===== src/rtl/sprite_multiplexer_sort_unit_macros.svh =====
// Assertion macros shared by the sprite multiplexer sort unit RTL.
// Included by the modules that carry concurrent assertions; no other dependencies.
`ifndef SPRITE_MULTIPLEXER_SORT_UNIT_MACROS_SVH
`define SPRITE_MULTIPLEXER_SORT_UNIT_MACROS_SVH

// Same-cycle implication, disabled during reset.
`define SMX_ASSERT_IMPL(label, clk, rst, ante, cons, msg) \
   label: assert property (@(posedge clk) disable iff (rst) (ante) |-> (cons)) else $error(msg);

// Next-cycle implication, disabled during reset.
`define SMX_ASSERT_NEXT(label, clk, rst, ante, cons, msg) \
   label: assert property (@(posedge clk) disable iff (rst) (ante) |=> (cons)) else $error(msg);

`endif


===== src/rtl/smx_pkg.sv =====
// Package of the sprite multiplexer sort unit: constants, codes and shared types.
// Used by smx_store, smx_seq and sprite_multiplexer_sort_unit; no dependencies.
`default_nettype none

package smx_pkg;

   localparam int NUM_SPRITES_DEF = 16;
   localparam int SPR_W           = 6;
   localparam int REQ_DATA_W      = 56;
   localparam int RSP_DATA_W      = 48;
   localparam logic [7:0] Y_HIDDEN = 8'hFF;

   typedef enum logic [1:0] {
      FUNC_SET  = 2'd0,
      FUNC_MOVE = 2'd1,
      FUNC_HIDE = 2'd2,
      FUNC_SORT = 2'd3
   } smx_func_type;

   typedef enum logic [3:0] {
      ST_IDLE,
      ST_KEY_RD,
      ST_KEY_Y,
      ST_KEY_CAP,
      ST_PREV_RD,
      ST_PREV_Y,
      ST_CMP,
      ST_PLACE,
      ST_EM_ORD,
      ST_EM_ATTR,
      ST_EM_OUT
   } smx_state_type;

   typedef struct packed {
      smx_func_type        func;
      logic [SPR_W-1:0]    sprite_index;
      logic signed [15:0]  x_position;
      logic signed [15:0]  y_position;
      logic [7:0]          image;
      logic [7:0]          color;
   } smx_req_type;

   typedef struct packed {
      logic [7:0] y;
      logic [8:0] x;
      logic [7:0] image;
      logic [7:0] color;
   } smx_attr_type;

   typedef struct packed {
      logic             y_we;
      logic             x_we;
      logic             ic_we;
      logic [SPR_W-1:0] addr;
      smx_attr_type     data;
   } smx_attr_wr_type;

   typedef struct packed {
      logic [SPR_W-1:0] slot;
      logic [SPR_W-1:0] sprite;
      smx_attr_type     attr;
      logic             last;
   } smx_rsp_type;

endpackage

`default_nettype wire


===== src/rtl/smx_store.sv =====
// Sprite attribute memories and the persistent sort order memory, with reset valid bits.
// Depends on smx_pkg.
`default_nettype none

module smx_store #(
   parameter int NUM_SPRITES = smx_pkg::NUM_SPRITES_DEF,
   parameter int IDX_W       = $clog2(NUM_SPRITES)
) (
   input  wire logic                   clock,
   input  wire logic                   reset,
   input  wire smx_pkg::smx_attr_wr_type attr_wr,
   input  wire logic                   attr_re,
   input  wire logic [IDX_W-1:0]       attr_raddr,
   output smx_pkg::smx_attr_type       attr_rd,
   input  wire logic                   ord_we,
   input  wire logic [IDX_W-1:0]       ord_waddr,
   input  wire logic [IDX_W-1:0]       ord_wdata,
   input  wire logic                   ord_re,
   input  wire logic [IDX_W-1:0]       ord_raddr,
   output logic [IDX_W-1:0]            ord_rdata
);
   import smx_pkg::*;

   logic [7:0]       y_mem   [NUM_SPRITES];
   logic [8:0]       x_mem   [NUM_SPRITES];
   logic [15:0]      ic_mem  [NUM_SPRITES];
   logic [IDX_W-1:0] ord_mem [NUM_SPRITES];

   logic [NUM_SPRITES-1:0] y_vld_ff, x_vld_ff, ic_vld_ff, ord_vld_ff;
   logic [NUM_SPRITES-1:0] y_vld_in, x_vld_in, ic_vld_in, ord_vld_in;

   logic [7:0]       y_rd_ff;
   logic [8:0]       x_rd_ff;
   logic [15:0]      ic_rd_ff;
   logic             y_rv_ff, x_rv_ff, ic_rv_ff;
   logic [IDX_W-1:0] ord_rd_ff, ord_ra_ff;
   logic             ord_rv_ff;

   logic [IDX_W-1:0] wa;

   assign wa = attr_wr.addr[IDX_W-1:0];

   always_comb begin
      y_vld_in   = y_vld_ff;
      x_vld_in   = x_vld_ff;
      ic_vld_in  = ic_vld_ff;
      ord_vld_in = ord_vld_ff;
      if (attr_wr.y_we) begin
         y_vld_in[wa] = 1'b1;
      end
      if (attr_wr.x_we) begin
         x_vld_in[wa] = 1'b1;
      end
      if (attr_wr.ic_we) begin
         ic_vld_in[wa] = 1'b1;
      end
      if (ord_we) begin
         ord_vld_in[ord_waddr] = 1'b1;
      end
   end

   always_ff @(posedge clock) begin
      if (reset) begin
         y_vld_ff   <= '0;
         x_vld_ff   <= '0;
         ic_vld_ff  <= '0;
         ord_vld_ff <= '0;
      end else begin
         y_vld_ff   <= y_vld_in;
         x_vld_ff   <= x_vld_in;
         ic_vld_ff  <= ic_vld_in;
         ord_vld_ff <= ord_vld_in;
      end
   end

   always_ff @(posedge clock) begin
      if (attr_wr.y_we) begin
         y_mem[wa] <= attr_wr.data.y;
      end
      if (attr_wr.x_we) begin
         x_mem[wa] <= attr_wr.data.x;
      end
      if (attr_wr.ic_we) begin
         ic_mem[wa] <= {attr_wr.data.image, attr_wr.data.color};
      end
      if (attr_re) begin
         y_rd_ff  <= y_mem[attr_raddr];
         x_rd_ff  <= x_mem[attr_raddr];
         ic_rd_ff <= ic_mem[attr_raddr];
         y_rv_ff  <= y_vld_ff[attr_raddr];
         x_rv_ff  <= x_vld_ff[attr_raddr];
         ic_rv_ff <= ic_vld_ff[attr_raddr];
      end
   end

   always_ff @(posedge clock) begin
      if (ord_we) begin
         ord_mem[ord_waddr] <= ord_wdata;
      end
      if (ord_re) begin
         ord_rd_ff <= ord_mem[ord_raddr];
         ord_rv_ff <= ord_vld_ff[ord_raddr];
         ord_ra_ff <= ord_raddr;
      end
   end

   // Entries never written read as their reset values.
   always_comb begin
      attr_rd.y     = y_rv_ff  ? y_rd_ff        : Y_HIDDEN;
      attr_rd.x     = x_rv_ff  ? x_rd_ff        : 9'd0;
      attr_rd.image = ic_rv_ff ? ic_rd_ff[15:8] : 8'd0;
      attr_rd.color = ic_rv_ff ? ic_rd_ff[7:0]  : 8'd0;
      ord_rdata     = ord_rv_ff ? ord_rd_ff     : ord_ra_ff;
   end

endmodule

`default_nettype wire


===== src/rtl/smx_seq.sv =====
// Sequencer of the sprite multiplexer sort unit: table updates, insertion sort with one
// shared y comparator, and the sorted read-out. Depends on smx_pkg and the macros header.
`default_nettype none
`include "sprite_multiplexer_sort_unit_macros.svh"

module smx_seq #(
   parameter int NUM_SPRITES = smx_pkg::NUM_SPRITES_DEF,
   parameter int IDX_W       = $clog2(NUM_SPRITES)
) (
   input  wire logic                    clock,
   input  wire logic                    reset,
   input  wire logic                    req_valid,
   output logic                         req_ready,
   input  wire smx_pkg::smx_req_type    req,
   output smx_pkg::smx_attr_wr_type     attr_wr,
   output logic                         attr_re,
   output logic [IDX_W-1:0]             attr_raddr,
   input  wire smx_pkg::smx_attr_type   attr_rd,
   output logic                         ord_we,
   output logic [IDX_W-1:0]             ord_waddr,
   output logic [IDX_W-1:0]             ord_wdata,
   output logic                         ord_re,
   output logic [IDX_W-1:0]             ord_raddr,
   input  wire logic [IDX_W-1:0]        ord_rdata,
   input  wire logic                    out_free,
   output logic                         emit_valid,
   output smx_pkg::smx_rsp_type         emit
);
   import smx_pkg::*;

   localparam logic [IDX_W-1:0] LAST_IDX  = IDX_W'(NUM_SPRITES - 1);
   localparam logic [SPR_W:0]   NUM_LIMIT = (SPR_W + 1)'(NUM_SPRITES);

   smx_state_type    state_ff, state_in;
   logic [IDX_W-1:0] i_ff, i_in;
   logic [IDX_W-1:0] j_ff, j_in;
   logic [IDX_W-1:0] k_ff, k_in;
   logic [IDX_W-1:0] key_ff, key_in;
   logic [IDX_W-1:0] prev_ff, prev_in;
   logic [7:0]       ky_ff, ky_in;

   logic       y_less;
   logic       idx_ok;
   logic       pos_bad;
   logic [7:0] y_store;

   // The single comparator shared by every insertion step.
   assign y_less  = ky_ff < attr_rd.y;
   assign idx_ok  = {1'b0, req.sprite_index} < NUM_LIMIT;
   assign pos_bad = (req.y_position[15:8] != 8'd0) || (req.x_position[15:9] != 7'd0);
   assign y_store = pos_bad ? Y_HIDDEN : req.y_position[7:0];

   always_ff @(posedge clock) begin
      if (reset) begin
         state_ff <= ST_IDLE;
         i_ff     <= '0;
         j_ff     <= '0;
         k_ff     <= '0;
      end else begin
         state_ff <= state_in;
         i_ff     <= i_in;
         j_ff     <= j_in;
         k_ff     <= k_in;
      end
   end

   always_ff @(posedge clock) begin
      key_ff  <= key_in;
      prev_ff <= prev_in;
      ky_ff   <= ky_in;
   end

   always_comb begin
      state_in   = state_ff;
      i_in       = i_ff;
      j_in       = j_ff;
      k_in       = k_ff;
      key_in     = key_ff;
      prev_in    = prev_ff;
      ky_in      = ky_ff;
      req_ready  = 1'b0;
      attr_wr    = '0;
      attr_re    = 1'b0;
      attr_raddr = ord_rdata;
      ord_we     = 1'b0;
      ord_waddr  = j_ff;
      ord_wdata  = key_ff;
      ord_re     = 1'b0;
      ord_raddr  = i_ff;
      emit_valid = 1'b0;
      emit.slot   = SPR_W'(k_ff);
      emit.sprite = SPR_W'(prev_ff);
      emit.attr   = attr_rd;
      emit.last   = (k_ff == LAST_IDX);

      case (state_ff)
         ST_IDLE: begin
            req_ready = 1'b1;
            if (req_valid) begin
               if (req.func == FUNC_SORT) begin
                  i_in     = IDX_W'(1);
                  state_in = ST_KEY_RD;
               end else if (idx_ok) begin
                  attr_wr.addr       = req.sprite_index;
                  attr_wr.y_we       = 1'b1;
                  attr_wr.x_we       = (req.func != FUNC_HIDE);
                  attr_wr.ic_we      = (req.func == FUNC_SET);
                  attr_wr.data.y     = (req.func == FUNC_HIDE) ? Y_HIDDEN : y_store;
                  attr_wr.data.x     = req.x_position[8:0];
                  attr_wr.data.image = req.image;
                  attr_wr.data.color = req.color;
               end
            end
         end
         ST_KEY_RD: begin
            ord_re    = 1'b1;
            ord_raddr = i_ff;
            state_in  = ST_KEY_Y;
         end
         ST_KEY_Y: begin
            key_in   = ord_rdata;
            attr_re  = 1'b1;
            j_in     = i_ff;
            state_in = ST_KEY_CAP;
         end
         ST_KEY_CAP: begin
            ky_in    = attr_rd.y;
            state_in = ST_PREV_RD;
         end
         ST_PREV_RD: begin
            if (j_ff == '0) begin
               state_in = ST_PLACE;
            end else begin
               ord_re    = 1'b1;
               ord_raddr = j_ff - IDX_W'(1);
               state_in  = ST_PREV_Y;
            end
         end
         ST_PREV_Y: begin
            prev_in  = ord_rdata;
            attr_re  = 1'b1;
            state_in = ST_CMP;
         end
         ST_CMP: begin
            if (y_less) begin
               ord_we    = 1'b1;
               ord_wdata = prev_ff;
               j_in      = j_ff - IDX_W'(1);
               state_in  = ST_PREV_RD;
            end else begin
               state_in = ST_PLACE;
            end
         end
         ST_PLACE: begin
            ord_we = 1'b1;
            if (i_ff == LAST_IDX) begin
               k_in     = '0;
               state_in = ST_EM_ORD;
            end else begin
               i_in     = i_ff + IDX_W'(1);
               state_in = ST_KEY_RD;
            end
         end
         ST_EM_ORD: begin
            ord_re    = 1'b1;
            ord_raddr = k_ff;
            state_in  = ST_EM_ATTR;
         end
         ST_EM_ATTR: begin
            prev_in  = ord_rdata;
            attr_re  = 1'b1;
            state_in = ST_EM_OUT;
         end
         ST_EM_OUT: begin
            if (out_free) begin
               emit_valid = 1'b1;
               if (k_ff == LAST_IDX) begin
                  state_in = ST_IDLE;
               end else begin
                  k_in     = k_ff + IDX_W'(1);
                  state_in = ST_EM_ORD;
               end
            end
         end
         default: begin
            state_in = ST_IDLE;
         end
      endcase
   end

   `SMX_ASSERT_IMPL(a_shift_above_top, clock, reset, (state_ff == ST_CMP) && y_less, j_ff != '0, "Sort shifted past rank zero.")
   `SMX_ASSERT_NEXT(a_sort_start, clock, reset, req_valid && req_ready && (req.func == FUNC_SORT), state_ff == ST_KEY_RD, "Sort item did not start the sort.")
   `SMX_ASSERT_IMPL(a_emit_place, clock, reset, emit_valid, (state_ff == ST_EM_OUT) && out_free, "Result emitted outside read-out or into a full register.")
   `SMX_ASSERT_NEXT(a_last_to_idle, clock, reset, emit_valid && emit.last, state_ff == ST_IDLE, "Read-out did not end after the last sprite.")

endmodule

`default_nettype wire


===== src/rtl/sprite_multiplexer_sort_unit.sv =====
// Block usage
// Input channel req_: one item per command. tuser carries the function (set, move, hide,
// sort); tdata carries sprite index, signed x and y, image and color bytes.
// Result channel rsp_: a sort item produces one item per sprite in ascending stored y,
// ties kept in their previous order; tlast marks the final sprite. Other commands
// produce no item.
// Set, move and hide are done while idle: ready stays high and the next item is taken in
// the following cycle. A sort reads each key and its y, compares it with the entries above
// it through the one shared y comparator, shifting each greater entry down, and places it;
// then, per item, the read-out reads the order memory, then the attribute memories, and
// emits. Each step waits on the registered reads of the order and attribute memories.
// req_tready is low from the taking of the sort item until the read-out ends.
// Synchronous reset hides all sprites, clears x, image and color and restores the
// identity order; no memory clearing pass is needed.
// A stalled receiver holds the read-out: one output register keeps the pending item and
// the sequencer waits until it is taken.
// Depends on smx_pkg, smx_store and smx_seq.
`default_nettype none

module sprite_multiplexer_sort_unit #(
   parameter int NUM_SPRITES = smx_pkg::NUM_SPRITES_DEF
) (
   input  wire logic                             clock,
   input  wire logic                             reset,
   input  wire logic                             req_tvalid,
   output logic                                  req_tready,
   // func[1:0]
   input  wire logic [1:0]                       req_tuser,
   // sprite_index[5:0], x_position[21:6], y_position[37:22], image[45:38], color[53:46]
   input  wire logic [smx_pkg::REQ_DATA_W-1:0]   req_tdata,
   output logic                                  rsp_tvalid,
   input  wire logic                             rsp_tready,
   // slot[5:0], sprite_number[11:6], y_out[19:12], x_out[28:20], image_out[36:29],
   // color_out[44:37]
   output logic [smx_pkg::RSP_DATA_W-1:0]        rsp_tdata,
   output logic                                  rsp_tlast
);
   import smx_pkg::*;

   localparam int IDX_W = $clog2(NUM_SPRITES);

   smx_req_type      req;
   smx_attr_wr_type  attr_wr;
   smx_attr_type     attr_rd;
   logic             attr_re;
   logic [IDX_W-1:0] attr_raddr;
   logic             ord_we, ord_re;
   logic [IDX_W-1:0] ord_waddr, ord_wdata, ord_raddr, ord_rdata;
   logic             out_free;
   logic             emit_valid;
   smx_rsp_type      emit;

   logic             rsp_valid_ff;
   smx_rsp_type      rsp_ff;

   assign req.func         = smx_func_type'(req_tuser);
   assign req.sprite_index = req_tdata[5:0];
   assign req.x_position   = req_tdata[21:6];
   assign req.y_position   = req_tdata[37:22];
   assign req.image        = req_tdata[45:38];
   assign req.color        = req_tdata[53:46];

   assign out_free = !rsp_valid_ff || rsp_tready;

   smx_store #(
      .NUM_SPRITES (NUM_SPRITES),
      .IDX_W       (IDX_W)
   ) u_store (
      .clock      (clock),
      .reset      (reset),
      .attr_wr    (attr_wr),
      .attr_re    (attr_re),
      .attr_raddr (attr_raddr),
      .attr_rd    (attr_rd),
      .ord_we     (ord_we),
      .ord_waddr  (ord_waddr),
      .ord_wdata  (ord_wdata),
      .ord_re     (ord_re),
      .ord_raddr  (ord_raddr),
      .ord_rdata  (ord_rdata)
   );

   smx_seq #(
      .NUM_SPRITES (NUM_SPRITES),
      .IDX_W       (IDX_W)
   ) u_seq (
      .clock      (clock),
      .reset      (reset),
      .req_valid  (req_tvalid),
      .req_ready  (req_tready),
      .req        (req),
      .attr_wr    (attr_wr),
      .attr_re    (attr_re),
      .attr_raddr (attr_raddr),
      .attr_rd    (attr_rd),
      .ord_we     (ord_we),
      .ord_waddr  (ord_waddr),
      .ord_wdata  (ord_wdata),
      .ord_re     (ord_re),
      .ord_raddr  (ord_raddr),
      .ord_rdata  (ord_rdata),
      .out_free   (out_free),
      .emit_valid (emit_valid),
      .emit       (emit)
   );

   always_ff @(posedge clock) begin
      if (reset) begin
         rsp_valid_ff <= 1'b0;
      end else if (emit_valid) begin
         rsp_valid_ff <= 1'b1;
      end else if (rsp_tready) begin
         rsp_valid_ff <= 1'b0;
      end
   end

   always_ff @(posedge clock) begin
      if (emit_valid) begin
         rsp_ff <= emit;
      end
   end

   assign rsp_tvalid = rsp_valid_ff;
   assign rsp_tlast  = rsp_ff.last;
   assign rsp_tdata  = {3'b000, rsp_ff.attr.color, rsp_ff.attr.image, rsp_ff.attr.x,
                        rsp_ff.attr.y, rsp_ff.sprite, rsp_ff.slot};

endmodule

`default_nettype wire

===== config.mk =====
export PLATFORM = sky130hd
export DESIGN_NAME = sprite_multiplexer_sort_unit
export DESIGN_NICKNAME = d
export VERILOG_FILES = /design/src/rtl/smx_pkg.sv /design/src/rtl/smx_store.sv /design/src/rtl/smx_seq.sv /design/src/rtl/sprite_multiplexer_sort_unit.sv
export VERILOG_INCLUDE_DIRS = /design/src /design/src/rtl
export SDC_FILE = /design/constraint.sdc
export NUM_CORES = 1
export LEC_CHECK = 0
export BUFFER_PORTS_ARGS = -buffer_cell sky130_fd_sc_hd__clkbuf_2
export CAP_MARGIN = 20
export CORE_MARGIN = 4
export CORE_UTILIZATION = 63
export CTS_BUF_LIST = sky130_fd_sc_hd__clkbuf_16
export DETAILED_ROUTE_END_ITERATION = 8
export GPL_TIMING_DRIVEN = 0
export HOLD_SLACK_MARGIN = 0.08
export PLACE_DENSITY_LB_ADDON = 0.3
export SYNTH_ARGS = -nofsm -noshare
export SYNTH_HDL_FRONTEND = slang
export SYNTH_SLANG_ARGS = --single-unit

===== constraint.sdc =====
create_clock -name clock -period 11.7 [get_ports clock]
set_clock_uncertainty 0.15 [all_clocks]
set_input_delay 2.34 -clock clock [delete_from_list [all_inputs] [get_ports clock]]
set_output_delay 2.34 -clock clock [all_outputs]
set_load 0.01 [all_outputs]

==> flow_metrics.env <==
export IMPL_status="finished, violations left"
export IMPL_failed_checks="design-rule violations"
export IMPL_grt_pass1_wl_um=132100
export IMPL_seqPwrFrac=0.444
export IMPL_path_class="in -> reg"
export IMPL_dieArea_um2=53270
export IMPL_nNetsFinal=2767
export IMPL_slew_violations=0
export IMPL_finalSetupViolCount=0
export IMPL_cp_num_buf_inv=3
export IMPL_ctsHoldBuffers=0
export IMPL_drive_above_1_share=0.1241
export IMPL_max_slew_margin=0.1389
export IMPL_netlist_area_um2=31270
export IMPL_worstSetupStartpointType="primary input"
export IMPL_rrSetupSlack_ns=7.25
export IMPL_fp_dieH_um=230.8
export IMPL_die_w_um=230.8
export IMPL_r2r_start="u_store.ord_rv_ff"
export IMPL_gp_congestion=0.9799
export IMPL_num_rows=81
export IMPL_crit_chain="clkbuf_2 -> nand2_1 -> nand4_1 -> clkbuf_1 -> nor3_2 -> nand2_1 -> nor2_2 -> buf_16"
export IMPL_clkSinkCount=776
export IMPL_num_fill_cells=3102
export IMPL_clkSlewWorstSetupHoldPaths_ns=0.06
export IMPL_cts_resized=0
export IMPL_maxCapViolations=0
export IMPL_worstHoldPathCells=0
export IMPL_fin_cells=3420
export IMPL_grt_pass1_vias=21645
export IMPL_dr_total_vias=22225
export IMPL_final_common_cell="edfxtp_1"
export IMPL_track_usage=0.3353
export IMPL_antenna_left=0
export IMPL_crit_slowest_cell="nor3_2"
export IMPL_synth_edf_count=695
export IMPL_r2r_cells=9
export IMPL_post_dp_cell_area_um2=33300
export IMPL_drc=2
export IMPL_fin_crit_ns=5.401
export IMPL_cp_end_kind="register"
export IMPL_synth_area_per_cell_um2=12.71
export IMPL_vias_per_cell=6.499
export IMPL_max_slew_worst_pin_slew_ns=1.281
export IMPL_holdPathEnd="rsp_tdata[7]"
export IMPL_p_clk_frac=0.330
export IMPL_fin_ws_ns=6.299
export IMPL_overflow=0
export IMPL_swShare=0.3168
export IMPL_cp_max_fo=11
export IMPL_numCtsBuffers=78
export IMPL_cts_buffer_depth=3
export IMPL_fin_crit_sh=0.4616
export IMPL_cts_max_level=3
export IMPL_cpLargestDelayFamily="simple AND/OR/NAND/NOR gates"
export IMPL_rsz0062_at_grt="no"
export IMPL_fmaxAchievable_ghz=0.1851
export IMPL_synth_seq_cells=776
export IMPL_hold_violations=0
export IMPL_synth_ff_type="edfxtp_1"
export IMPL_grt_max_degree=23
export IMPL_yosysTopAreaCell="edfxtp_1"
export IMPL_cts_tree="yes"
export IMPL_synth_cells=2461
export IMPL_fin_area_um2=35790
export IMPL_place_inst=3272
export IMPL_seq_area_frac_synth=0.7192
export IMPL_core_um2=49050
export IMPL_power_frac_comb=0.226
export IMPL_area_growth_syn_to_layout_pct=14.44
export IMPL_synthArstFlopShare=0
export IMPL_synth_top_area_frac=0.6674
export IMPL_fin_util=0.7296
export IMPL_r2r_end="u_store.x_rd_ff[8]"
export IMPL_synth_area_leaders="edfxtp_1 67%, nand2_1 7.4%, dfxtp_1 5.2%, nand3_1 4.8%, a311oi_1 2.0%"
export IMPL_root_buffer="clkbuf_16"
export IMPL_yosysWarningCount=0
export IMPL_drt_pass1_iterations=9
export IMPL_ys_types=68
export IMPL_hold_path_class="reg -> reg"
export IMPL_post_cts_setup_buffers=0
export IMPL_ir_worst_vdd_uv=149.0
export IMPL_cp_arrival_ns=5.56
export IMPL_p_leak_nw=12.75
export IMPL_switchingPower_w=0.002302
export IMPL_layout_common_cells="695 x edfxtp_1, 618 x nand2_1, 300 x nand3_1"
export IMPL_antenna_found_initial=2
export IMPL_io_pins=113
export IMPL_crit_path_max_incr_delay_ns=0.69
export IMPL_dp_slack_ns=5.899
export IMPL_wl_per_cell_um=26.40
export IMPL_crit_cells=8
export IMPL_worstSkewPairLatency_ns=0.63
export IMPL_cpMostUsedCell="nand2_1"
export IMPL_dp_hpwl_um=60550
export IMPL_first_iter_violations=3645
export IMPL_wl_um=90300
export IMPL_initial_core_util=0.6375
export IMPL_powerDensity_nw_per_um2=203.0
export IMPL_required_ns=11.86
export IMPL_hold_start="u_seq.prev_ff[1]"
export IMPL_portBuffers=101
export IMPL_power_internal_w=0.004965
export IMPL_fin_tns_setup_ns=0
## synthesized netlist by cell type, drive strengths merged, types with 2 or more instances
cell type  count
a21o           2
nor2         107
o221ai         2
o211ai         3
or4            2
nor3          17
nor2b         15
a221o          2
nand3        300
dfxtp         81
and2          51
o21ai          8
nor4           6
mux2i          9
a211o          2
a211oi         2
edfxtp       695
a221oi         2
mux2           5
nand2        618
ha            13
a31oi         37
xnor2          3
a22oi         11
or3            4
clkbuf       135
mux4          20
o21ba         21
nand4          6
and3          38
a21oi         24
xor2           2
nor4b          6
a311oi        73
or2            3
o22ai         16
buf           27
nand2b        16
nor3b         13
inv           46
and3b          3
o31ai          2
## per-layer routing
metal / track usage / routed length [um] / up-vias / part of all wire
met5: 0.005515 / 53 / - / 0.00059
met4: 0.1750 / 5507 / 2 / 0.061
met3: 0.08601 / 11690 / 392 / 0.13
met2: 0.5314 / 41950 / 1782 / 0.46
met1: 0.4321 / 31090 / 10620 / 0.34
li1: - / - / 9429 / -
## cells by family (layout without fill, tap and decap cells)
group | Yosys count | in the layout | share of synthesized area
XOR/XNOR | 5 | 5 | 0.001401
flip-flops | 776 | 776 | 0.7192
buffers and inverters | 208 | 496 | 0.02689
AO/OA/AOI/OAI | 214 | 214 | 0.05213
other | 1 | 8 | 0.0001199
adder cells (fa/ha/maj) | 13 | 13 | 0.005201
AND/OR/NAND/NOR | 1210 | 1210 | 0.1745
multiplexers | 34 | 34 | 0.02057
## power groups by stage
stage / combinational [W] / sequential, W / clock, W
floorplan: 0.000927 / 0.00326 / 0
CTS: 0.00158 / 0.00322 / 0.00240
global route: 0.00173 / 0.00323 / 0.00252
finish: 0.00164 / 0.00322 / 0.00240
detailed placement: 0.00156 / 0.00328 / 0
global placement: 0.00149 / 0.00328 / 0
## stage by stage
step / hold slack [ns] / total power, W
after floorplan: 0.2704 / 0.004191
after detailed placement: 0.2951 / 0.004843
after global placement: 0.2727 / 0.004772
final: 0.3021 / 0.007267
after global routing: 0.3208 / 0.007479
after CTS: 0.3025 / 0.007201
## worst max-delay path by stage
stage / endpoint / slack, ns / from
finish: u_store.ic_mem[3][5] / 6.30 / req_tuser[0]
detailed placement: u_store.ic_mem[3][3] / 5.90 / req_tuser[0]
CTS: u_store.ic_mem[3][7] / 6.51 / req_tuser[0]
global route: u_store.ic_mem[3][7] / 6.32 / req_tuser[0]
global placement: u_store.ic_mem[9][4] / 3.60 / req_tuser[0]
floorplan: u_store.ic_mem[5][0] / 6.23 / req_tdata[4]
## registers in the layout, indices dropped and copies added (netlist names), 8 cells and up
register / flops
u_store.ic_mem: 256
u_store.x_mem: 144
u_store.y_mem: 128
u_store.ord_mem: 64
rsp_tdata: 41
u_store.ic_rd_ff: 16
u_store.ic_vld_ff: 16
u_store.ord_vld_ff: 16
u_store.x_vld_ff: 16
u_store.y_vld_ff: 16
u_store.x_rd_ff: 9
u_seq.ky_ff: 8
u_store.y_rd_ff: 8
## layout make-up
| class | instances | area, um^2 | area share |
|---|---|---|---|
| diodes | 1 | 2.502 | 0.00006992 |
| repair buffers | 145 | 1099 | 0.03070 |
| flip-flops and latches | 776 | 22490 | 0.6285 |
| clock inverters | 61 | 391.6 | 0.01094 |
| clock buffers | 82 | 2052 | 0.05734 |
| multi-input cells | 1483 | 8080 | 0.2258 |
| plain buffers | 162 | 668.1 | 0.01867 |
| well taps | 664 | 830.8 | 0.02321 |
| inverters | 46 | 172.7 | 0.004825 |
Power figures use the tool's default switching activity.
